==> src/psched_pkg.sv <==
// Shared types and constants for the preemptive priority scheduler.
// Used by the controller, the datapath, the top level and the checker.
package psched_pkg;

  localparam int TIME_W = 21;
  localparam int SUM_W  = 25;
  localparam int ARR_W  = 16;
  localparam int BUR_W  = 16;
  localparam int PRI_W  = 8;
  localparam int JOB_W  = 4;

  localparam logic [TIME_W-1:0] TIME_MAX = {TIME_W{1'b1}};
  localparam logic [SUM_W-1:0]  SUM_MAX  = {SUM_W{1'b1}};

  typedef enum logic [1:0] {
    ACT_LOAD  = 2'd0,
    ACT_TICK  = 2'd1,
    ACT_CLEAR = 2'd2,
    ACT_NONE  = 2'd3
  } action_t;

  typedef enum logic [6:0] {
    ST_IDLE   = 7'b000_0001,
    ST_SCAN   = 7'b000_0010,
    ST_FETCH  = 7'b000_0100,
    ST_CALC_A = 7'b000_1000,
    ST_CALC_B = 7'b001_0000,
    ST_CALC_C = 7'b010_0000,
    ST_EMIT   = 7'b100_0000
  } state_t;

  typedef struct packed {
    logic [ARR_W-1:0] arrival;
    logic [BUR_W-1:0] burst;
    logic [PRI_W-1:0] prio;
  } job_info_t;

  typedef struct packed {
    logic load;
    logic clear;
    logic scan_start;
    logic scan;
    logic fetch;
    logic calc_a;
    logic calc_b;
    logic calc_c;
    logic emit;
  } cmd_t;

  typedef struct packed {
    logic scan_done;
    logic out_free;
  } sts_t;

endpackage

==> src/preemptive_priority_scheduler_core.sv <==
// Preemptive priority scheduler: one job table, one time unit per tick item.
// Input channel (in_valid/in_stall): action selects load, tick or clear; a
// load takes arrival_time, burst_length and job_priority. Loads into a full
// table or with zero burst are dropped. Load, clear and unused action codes
// are accepted only while idle and produce no result.
// A tick scans the table one entry per cycle through a single table read
// port, then updates time, the remaining service and the totals in a short
// sequence. A tick keeps the block busy until its result is registered, and
// each tick gives exactly one result on the output channel (out_valid/out_stall),
// held in an output register.
// The next item is accepted while a result waits in that register; a tick
// only stalls at its last step if the previous result is still not taken.
// A stalled result holds its value until transferred.
// Synchronous reset (rst) empties the table, zeroes time and totals and
// drops any pending result. Depends on psched_pkg, psched_ctrl, psched_dp.
module preemptive_priority_scheduler_core import psched_pkg::*; #(
  parameter int MAX_JOBS = 16
) (
  input  logic              clk,
  input  logic              rst,
  input  logic              in_valid,
  output logic              in_stall,
  input  logic [1:0]        action,
  input  logic [ARR_W-1:0]  arrival_time,
  input  logic [BUR_W-1:0]  burst_length,
  input  logic [PRI_W-1:0]  job_priority,
  output logic              out_valid,
  input  logic              out_stall,
  output logic [JOB_W-1:0]  ran_job,
  output logic              idle_tick,
  output logic              job_finished,
  output logic [TIME_W-1:0] finish_time,
  output logic [TIME_W-1:0] turnaround,
  output logic [TIME_W-1:0] waiting,
  output logic [TIME_W-1:0] time_now,
  output logic              all_done,
  output logic [SUM_W-1:0]  total_turnaround,
  output logic [SUM_W-1:0]  total_waiting
);

  cmd_t cmd;
  sts_t sts;

  psched_ctrl u_ctrl (
    .clk      (clk),
    .rst      (rst),
    .in_valid (in_valid),
    .in_stall (in_stall),
    .action   (action),
    .sts      (sts),
    .cmd      (cmd)
  );

  psched_dp #(.MAX_JOBS(MAX_JOBS)) u_dp (
    .clk              (clk),
    .rst              (rst),
    .cmd              (cmd),
    .sts              (sts),
    .arrival_time     (arrival_time),
    .burst_length     (burst_length),
    .job_priority     (job_priority),
    .out_valid        (out_valid),
    .out_stall        (out_stall),
    .ran_job          (ran_job),
    .idle_tick        (idle_tick),
    .job_finished     (job_finished),
    .finish_time      (finish_time),
    .turnaround       (turnaround),
    .waiting          (waiting),
    .time_now         (time_now),
    .all_done         (all_done),
    .total_turnaround (total_turnaround),
    .total_waiting    (total_waiting)
  );

endmodule

==> src/psched_ctrl.sv <==
// Sequencing FSM for the scheduler: accepts items and steps the datapath.
// Depends on psched_pkg (state_t, cmd_t, sts_t, action codes).
module psched_ctrl import psched_pkg::*; (
  input  logic       clk,
  input  logic       rst,
  input  logic       in_valid,
  output logic       in_stall,
  input  logic [1:0] action,
  input  sts_t       sts,
  output cmd_t       cmd
);

  state_t state, state_next;
  logic   accept;

  assign in_stall = (state != ST_IDLE);
  assign accept   = in_valid && (state == ST_IDLE);

  always_comb begin
    cmd            = '0;
    cmd.load       = accept && (action == ACT_LOAD);
    cmd.clear      = accept && (action == ACT_CLEAR);
    cmd.scan_start = accept && (action == ACT_TICK);
    cmd.scan       = (state == ST_SCAN);
    cmd.fetch      = (state == ST_FETCH);
    cmd.calc_a     = (state == ST_CALC_A);
    cmd.calc_b     = (state == ST_CALC_B);
    cmd.calc_c     = (state == ST_CALC_C);
    cmd.emit       = (state == ST_EMIT) && sts.out_free;
  end

  always_comb begin
    state_next = state;
    case (state)
      ST_IDLE:   if (accept && (action == ACT_TICK)) state_next = ST_SCAN;
      ST_SCAN:   if (sts.scan_done) state_next = ST_FETCH;
      ST_FETCH:  state_next = ST_CALC_A;
      ST_CALC_A: state_next = ST_CALC_B;
      ST_CALC_B: state_next = ST_CALC_C;
      ST_CALC_C: state_next = ST_EMIT;
      ST_EMIT:   if (sts.out_free) state_next = ST_IDLE;
      default:   state_next = ST_IDLE;
    endcase
  end

  always_ff @(posedge clk) begin
    if (rst) begin
      state <= ST_IDLE;
    end else begin
      state <= state_next;
    end
  end

endmodule

==> src/psched_dp.sv <==
// Scheduler datapath: job tables, sequential selection scan, time and totals,
// and the output register. Depends on psched_pkg; driven by psched_ctrl.
module psched_dp import psched_pkg::*; #(
  parameter int MAX_JOBS = 16
) (
  input  logic              clk,
  input  logic              rst,
  input  cmd_t              cmd,
  output sts_t              sts,
  input  logic [ARR_W-1:0]  arrival_time,
  input  logic [BUR_W-1:0]  burst_length,
  input  logic [PRI_W-1:0]  job_priority,
  output logic              out_valid,
  input  logic              out_stall,
  output logic [JOB_W-1:0]  ran_job,
  output logic              idle_tick,
  output logic              job_finished,
  output logic [TIME_W-1:0] finish_time,
  output logic [TIME_W-1:0] turnaround,
  output logic [TIME_W-1:0] waiting,
  output logic [TIME_W-1:0] time_now,
  output logic              all_done,
  output logic [SUM_W-1:0]  total_turnaround,
  output logic [SUM_W-1:0]  total_waiting
);

  localparam int IDX_W = $clog2(MAX_JOBS);
  localparam int CNT_W = $clog2(MAX_JOBS + 1);

  job_info_t        info_mem [MAX_JOBS];
  logic [BUR_W-1:0] rem_mem  [MAX_JOBS];

  logic [CNT_W-1:0]    loaded_count, finished_count, scan_idx;
  logic [TIME_W-1:0]   cur_time;
  logic [SUM_W-1:0]    sum_tat, sum_wt;
  logic [MAX_JOBS-1:0] done_vec;

  logic             cmp_valid, found, fin_flag;
  logic [IDX_W-1:0] cmp_idx, best_idx;
  logic [PRI_W-1:0] best_prio;
  logic [ARR_W-1:0] best_arr;
  logic [TIME_W-1:0] tat_r, wt_r;
  job_info_t        rd_info;
  logic [BUR_W-1:0] rd_rem;

  logic             load_ok, issue, rd_en, rem_we, eligible, better;
  logic [IDX_W-1:0] lc_idx, rd_addr, rem_addr;
  logic [BUR_W-1:0] rem_wdata;
  logic [TIME_W-1:0] time_inc, tat_calc, wt_calc, arr_ext, burst_ext;
  logic [SUM_W:0]   tat_sum_raw, wt_sum_raw;
  logic [SUM_W-1:0] tat_sum_sat, wt_sum_sat;

  assign load_ok  = cmd.load && (loaded_count < CNT_W'(MAX_JOBS)) && (burst_length != '0);
  assign lc_idx   = loaded_count[IDX_W-1:0];
  assign issue    = (scan_idx < loaded_count);
  assign rd_en    = cmd.fetch || (cmd.scan && issue);
  assign rd_addr  = cmd.fetch ? best_idx : scan_idx[IDX_W-1:0];
  assign rem_we   = load_ok || (cmd.calc_a && found);
  assign rem_addr = cmd.calc_a ? best_idx : lc_idx;
  assign rem_wdata = cmd.calc_a ? (rd_rem - 1'b1) : burst_length;

  assign sts.scan_done = !issue && !cmp_valid;
  assign sts.out_free  = !out_valid || !out_stall;

  // selection compare on the entry read last cycle; strict compares keep
  // the lowest load index on a full tie
  assign eligible = !done_vec[cmp_idx] && (TIME_W'(rd_info.arrival) <= cur_time);
  assign better   = !found || (rd_info.prio < best_prio) ||
                    ((rd_info.prio == best_prio) && (rd_info.arrival < best_arr));

  assign time_inc  = (cur_time == TIME_MAX) ? cur_time : cur_time + 1'b1;
  assign arr_ext   = TIME_W'(best_arr);
  assign burst_ext = TIME_W'(rd_info.burst);
  assign tat_calc  = (cur_time > arr_ext) ? cur_time - arr_ext : '0;
  assign wt_calc   = (tat_r > burst_ext) ? tat_r - burst_ext : '0;

  assign tat_sum_raw = {1'b0, sum_tat} + (SUM_W+1)'(tat_r);
  assign wt_sum_raw  = {1'b0, sum_wt} + (SUM_W+1)'(wt_r);
  assign tat_sum_sat = (tat_sum_raw > (SUM_W+1)'(SUM_MAX)) ? SUM_MAX : tat_sum_raw[SUM_W-1:0];
  assign wt_sum_sat  = (wt_sum_raw > (SUM_W+1)'(SUM_MAX)) ? SUM_MAX : wt_sum_raw[SUM_W-1:0];

  // job tables
  always_ff @(posedge clk) begin
    if (load_ok) begin
      info_mem[lc_idx] <= '{arrival: arrival_time, burst: burst_length, prio: job_priority};
    end
    if (rem_we) begin
      rem_mem[rem_addr] <= rem_wdata;
    end
    if (rd_en) begin
      rd_info <= info_mem[rd_addr];
      rd_rem  <= rem_mem[rd_addr];
    end
  end

  always_ff @(posedge clk) begin
    if (rst) begin
      loaded_count   <= '0;
      finished_count <= '0;
      cur_time       <= '0;
      sum_tat        <= '0;
      sum_wt         <= '0;
      done_vec       <= '0;
      cmp_valid      <= 1'b0;
      found          <= 1'b0;
      fin_flag       <= 1'b0;
      out_valid      <= 1'b0;
    end else begin
      if (cmd.clear) begin
        loaded_count   <= '0;
        finished_count <= '0;
        cur_time       <= '0;
        sum_tat        <= '0;
        sum_wt         <= '0;
        done_vec       <= '0;
      end
      if (load_ok) begin
        loaded_count     <= loaded_count + 1'b1;
        done_vec[lc_idx] <= 1'b0;
      end

      if (cmd.scan_start) begin
        scan_idx  <= '0;
        cmp_valid <= 1'b0;
        found     <= 1'b0;
      end else if (cmd.scan) begin
        cmp_valid <= issue;
        cmp_idx   <= scan_idx[IDX_W-1:0];
        if (issue) scan_idx <= scan_idx + 1'b1;
        if (cmp_valid && eligible && better) begin
          found     <= 1'b1;
          best_idx  <= cmp_idx;
          best_prio <= rd_info.prio;
          best_arr  <= rd_info.arrival;
        end
      end

      if (cmd.calc_a) begin
        cur_time <= time_inc;
        fin_flag <= found && (rd_rem <= BUR_W'(1));
        if (found && (rd_rem <= BUR_W'(1))) begin
          done_vec[best_idx] <= 1'b1;
          finished_count     <= finished_count + 1'b1;
        end
      end
      if (cmd.calc_b) begin
        tat_r <= fin_flag ? tat_calc : '0;
      end
      if (cmd.calc_c) begin
        wt_r <= fin_flag ? wt_calc : '0;
        if (fin_flag) sum_tat <= tat_sum_sat;
      end

      if (cmd.emit) begin
        if (fin_flag) sum_wt <= wt_sum_sat;
        out_valid <= 1'b1;
      end else if (out_valid && !out_stall) begin
        out_valid <= 1'b0;
      end
    end
  end

  // output payload
  always_ff @(posedge clk) begin
    if (cmd.emit) begin
      ran_job          <= found ? JOB_W'(best_idx) : '0;
      idle_tick        <= !found;
      job_finished     <= fin_flag;
      finish_time      <= fin_flag ? cur_time : '0;
      turnaround       <= tat_r;
      waiting          <= wt_r;
      time_now         <= cur_time;
      all_done         <= (finished_count >= loaded_count);
      total_turnaround <= sum_tat;
      total_waiting    <= fin_flag ? wt_sum_sat : sum_wt;
    end
  end

endmodule

==> config.mk <==
export PLATFORM = sky130hd
export DESIGN_NAME = preemptive_priority_scheduler_core
export DESIGN_NICKNAME = d
export VERILOG_FILES = /design/src/psched_pkg.sv /design/src/preemptive_priority_scheduler_core.sv /design/src/psched_ctrl.sv /design/src/psched_dp.sv
export SDC_FILE = /design/constraint.sdc
export NUM_CORES = 2
export LEC_CHECK = 0
export ABC_CLOCK_PERIOD_IN_PS = 14400
export BUFFER_PORTS_ARGS = -buffer_cell sky130_fd_sc_hd__buf_2
export CAP_MARGIN = 30
export CORE_UTILIZATION = 62
export CTS_CLUSTER_DIAMETER = 150
export CTS_CLUSTER_SIZE = 28
export DETAILED_ROUTE_END_ITERATION = 8
export PLACE_DENSITY_LB_ADDON = 0.3
export SLEW_MARGIN = 20
export SYNTH_ARGS = -nofsm -noshare
export SYNTH_HDL_FRONTEND = slang
export SYNTH_SLANG_ARGS = --single-unit
export TNS_END_PERCENT = 20
==> constraint.sdc <==
create_clock -name clk -period 14.4 [get_ports clk]
set_input_delay 2.88 -clock clk [delete_from_list [all_inputs] [get_ports clk]]
set_output_delay 2.88 -clock clk [all_outputs]
set_load 0.005 [all_outputs]
==> results.py <==
metrics = {
    "logic_synthesis": {
        "synth-compound-area-share_pct": 6.63,
        "async_flop_share_pct": 0,
        "ys_seq_area_share_pct": 69.6,
        "yosys.area_share.simple_pct": 11.2,
        "synthCells": 3801,
        "synth_edf_count": 1172,
        "syn_nets": 3982,
        "synth_top_family_by_area": "simple AND/OR/NAND/NOR gates",
        "synthFlopType": "edfxtp_1",
        "ys_seq_elements": 1280,
        "synth_warnings": 0,
        "syn-cell-area_um2": 53600,
        "muxShareOfSynthArea_pct": 5.18,
        "synth.distinct_cells": 87,
        "syn_area_per_cell_um2": 14.1,
        "synth_xor_area_share_pct": 1.55,
        "synthAdderAreaFrac_pct": 3.21,
    },
    "clock_tree": {
        "cts_buffers": 51,
        "cts-resized-gates": 0,
        "cts_buffer_depth": 3,
        "post_cts.repair.setup_buffers": 0,
        "clock_sinks": 1280,
        "htreeDepth": 2,
        "cts.clk_slew.worst_paths_ps": 100,
        "clock_latency_ps": 680,
        "cts_hold_buf": 0,
        "tritoncts": "yes",
        "root_buffer": "clkbuf_16",
    },
    "grt": {
        "grtUsageTotal_pct": 28.9,
        "grt_pass1_vias": 31220,
        "overflow": 0,
        "antenna_found_initial": 7,
        "grt_max_degree": 143,
        "grt_pass1_wl_um": 189000,
    },
    "die": {
        "die-area_um2": 87700,
        "row_count": 107,
        "die_w_um": 296,
        "start_util_pct": 62.8,
        "die_h_um": 296,
        "coreArea_um2": 85400,
        "io_pins": 189,
    },
    "detailed_routing": {
        "ant_nets": 0,
        "vias": 32520,
        "drt_iter0_markers": 4089,
        "drc": 0,
        "wl_per_cell_um": 24.7,
        "viasPerCell": 6.37,
        "drt-pass1-iter-count": 5,
        "wirelength_um": 126000,
    },
    "place": {
        "port_buffers": 188,
        "dp_hpwl_um": 79500,
        "gp_congestion": 0.934,
    },
    "outcome": {
        "status": "complete, no violations",
    },
    "timing": {
        "timing.slew.headroom_pct": 34.4,
        "min_period_ps": 5510,
        "hold_viol_final": 0,
        "setup_viol": 0,
        "final-max-slew-violation-count": 0,
        "fin_skew_ps": 26.7,
        "tns_ps": 0,
        "tightest_slew_ps": 984,
        "max_freq_mhz": 182,
        "rsz0062_at_grt": "no",
        "fin_crit_sh_pct": 38.2,
    },
    "power": {
        "pwr_density_cell_nw_per_um2": 104,
        "peakVddDrop_mv": 0.0970,
        "cellLeakagePower_nw": 19.2,
    },
    "min_path": {
        "hp-class": "flop to flop",
    },
    "cells_and_area": {
        "fillers": 5945,
        "finalCoreUtilization_pct": 67.1,
        "area_growth_pct": 6.84,
        "drive_gt1_share_pct": 12.8,
        "nNetsFinal": 4120,
    },
    "critical_path": {
        "critical_path_class": "input pin to flop",
        "startpoint_type": "input pin",
        "worstPathMaxFanout": 23,
        "cp.required_ps": 14740,
        "cp-end-kind": "flop",
        "cp.arrival_ps": 5850,
    },
    "job": {
        "maxCapViolations": 0,
    },
}
report_power, final:
part           internal [mW]  switching (mW)  leakage (nW)  total (mW)
clock network          0.668            1.07         0.686        1.74
logic                 0.0361           0.115          7.12       0.151
registers               4.04         0.00377          11.4        4.05
total                   4.75            1.19          19.2        5.94
cells in the final DEF (no fill, tap or decap), types with 56 or more instances in the layout:
cell / Yosys / layout
a22oi_1: 56 / 56
mux4_2: 117 / 117
inv_1: 97 / 97
nor2_1: 221 / 209
edfxtp_1: 1172 / 1172
buf_4: 6 / 75
nand3_1: 284 / 284
nand2_1: 565 / 564
ha_1: 131 / 131
xnor2_1: 59 / 59
a21oi_1: 149 / 148
buf_2: 45 / 189
dfxtp_1: 108 / 107
o21ai_0: 81 / 77
nand4_1: 83 / 83
o21ai_1: 60 / 58
cells by family after synthesis:
kind of cell	after synthesis
XOR/XNOR	95
AND/OR/NAND/NOR	1330
multiplexers	130
buffers and inverters	280
adder cells (fa/ha/maj)	135
AO/OA/AOI/OAI	551
flip-flops	1280
cell usage after synthesis, types with 6 or more instances:
master / n / area share [%]
a211oi_1: 18 / 0.25
a211oi_2: 18 / 0.42
a21o_1: 36 / 0.50
a21oi_1: 149 / 1.4
a22oi_1: 56 / 0.78
a31oi_1: 24 / 0.28
and2_1: 19 / 0.22
buf_1: 12 / 0.084
buf_2: 45 / 0.42
buf_4: 6 / 0.084
buf_6: 32 / 0.67
clkbuf_1: 85 / 0.59
dfxtp_1: 108 / 4.0
edfxtp_1: 1172 / 66
ha_1: 131 / 3.1
inv_1: 97 / 0.68
mux2i_1: 10 / 0.19
mux4_2: 117 / 4.9
nand2_1: 565 / 4.0
nand2b_1: 28 / 0.33
nand3_1: 284 / 2.6
nand3b_1: 6 / 0.084
nand4_1: 83 / 0.97
nor2_1: 221 / 1.5
nor2b_1: 23 / 0.27
nor3_1: 45 / 0.42
nor4_1: 12 / 0.14
o211ai_1: 20 / 0.28
o21a_1: 17 / 0.24
o21ai_0: 81 / 0.76
o21ai_1: 60 / 0.56
o21bai_1: 8 / 0.11
or3_1: 12 / 0.14
xnor2_1: 59 / 0.96
xor2_1: 36 / 0.59
layer usage:
metal / GRT usage [%] / part of all wire (%)
met1: 39.7 / 39
met3: 4.40 / 9.2
met4: 11.3 / 4.0
met5: 0 / 0.021
met2: 47.0 / 48
area by class of cell:
cell class / count / area, um2 / share of cell area, %
well taps: 1144 / 1430 / 2.50
clock inverters: 4 / 88.8 / 0.155
flip-flops and latches: 1280 / 37400 / 65.2
inverters: 98 / 368 / 0.642
diodes: 3 / 7.51 / 0.0131
clock buffers: 68 / 1340 / 2.34
multi-input cells: 2241 / 15200 / 26.4
repair buffers: 267 / 1560 / 2.72
worst max-delay path, cell delays in order:
cell and delay (ps):
buf_2 320, nor4_1 200, nand4_1 380, nand2_1 90, nor3_1 160, buf_4 250, nand2_1 310, nor2_4 780
buf_4 450
registers in the layout (all words and copies together), names as in the netlist, 24 cells and up:
signal / flops
u_dp.sum_wt: 25
u_dp.sum_tat: 25
u_dp.total_waiting: 25
u_dp.rd_info: 24
u_dp.total_turnaround: 25
u_dp.info_mem: 640
u_dp.rem_mem: 256
per-stage QoR:
| stage | area [um2] | setup WS, ps | power [mW] | hold slack, ps | instances |
|---|---|---|---|---|---|
| after floorplan | 53600 | 2670 | 4.20 | 406 | 3801 |
| after global placement | 55900 | 8240 | 4.27 | 446 | 5028 |
| after detailed placement | 55900 | 8190 | 4.28 | 449 | 5030 |
| after CTS | 57300 | 8900 | 5.95 | 475 | 5102 |
| after global routing | 57300 | 8730 | 6.07 | 491 | 5104 |
| final | 57300 | 8890 | 5.94 | 474 | 5105 |
worst paths after layout:
path	from	to	slack [ps]	cells past startpoint
min	u_dp.sum_tat[4]	u_dp.total_turnaround[4]	470	0
max	burst_length[3]	u_dp.info_mem[10][17]	8890	9
min reg2reg	u_dp.sum_tat[4]	u_dp.total_turnaround[4]	470	0
max reg2reg	u_ctrl.state[0]	u_dp.burst_ext[7]	9140	10
(Power assumes the default switching activity.)
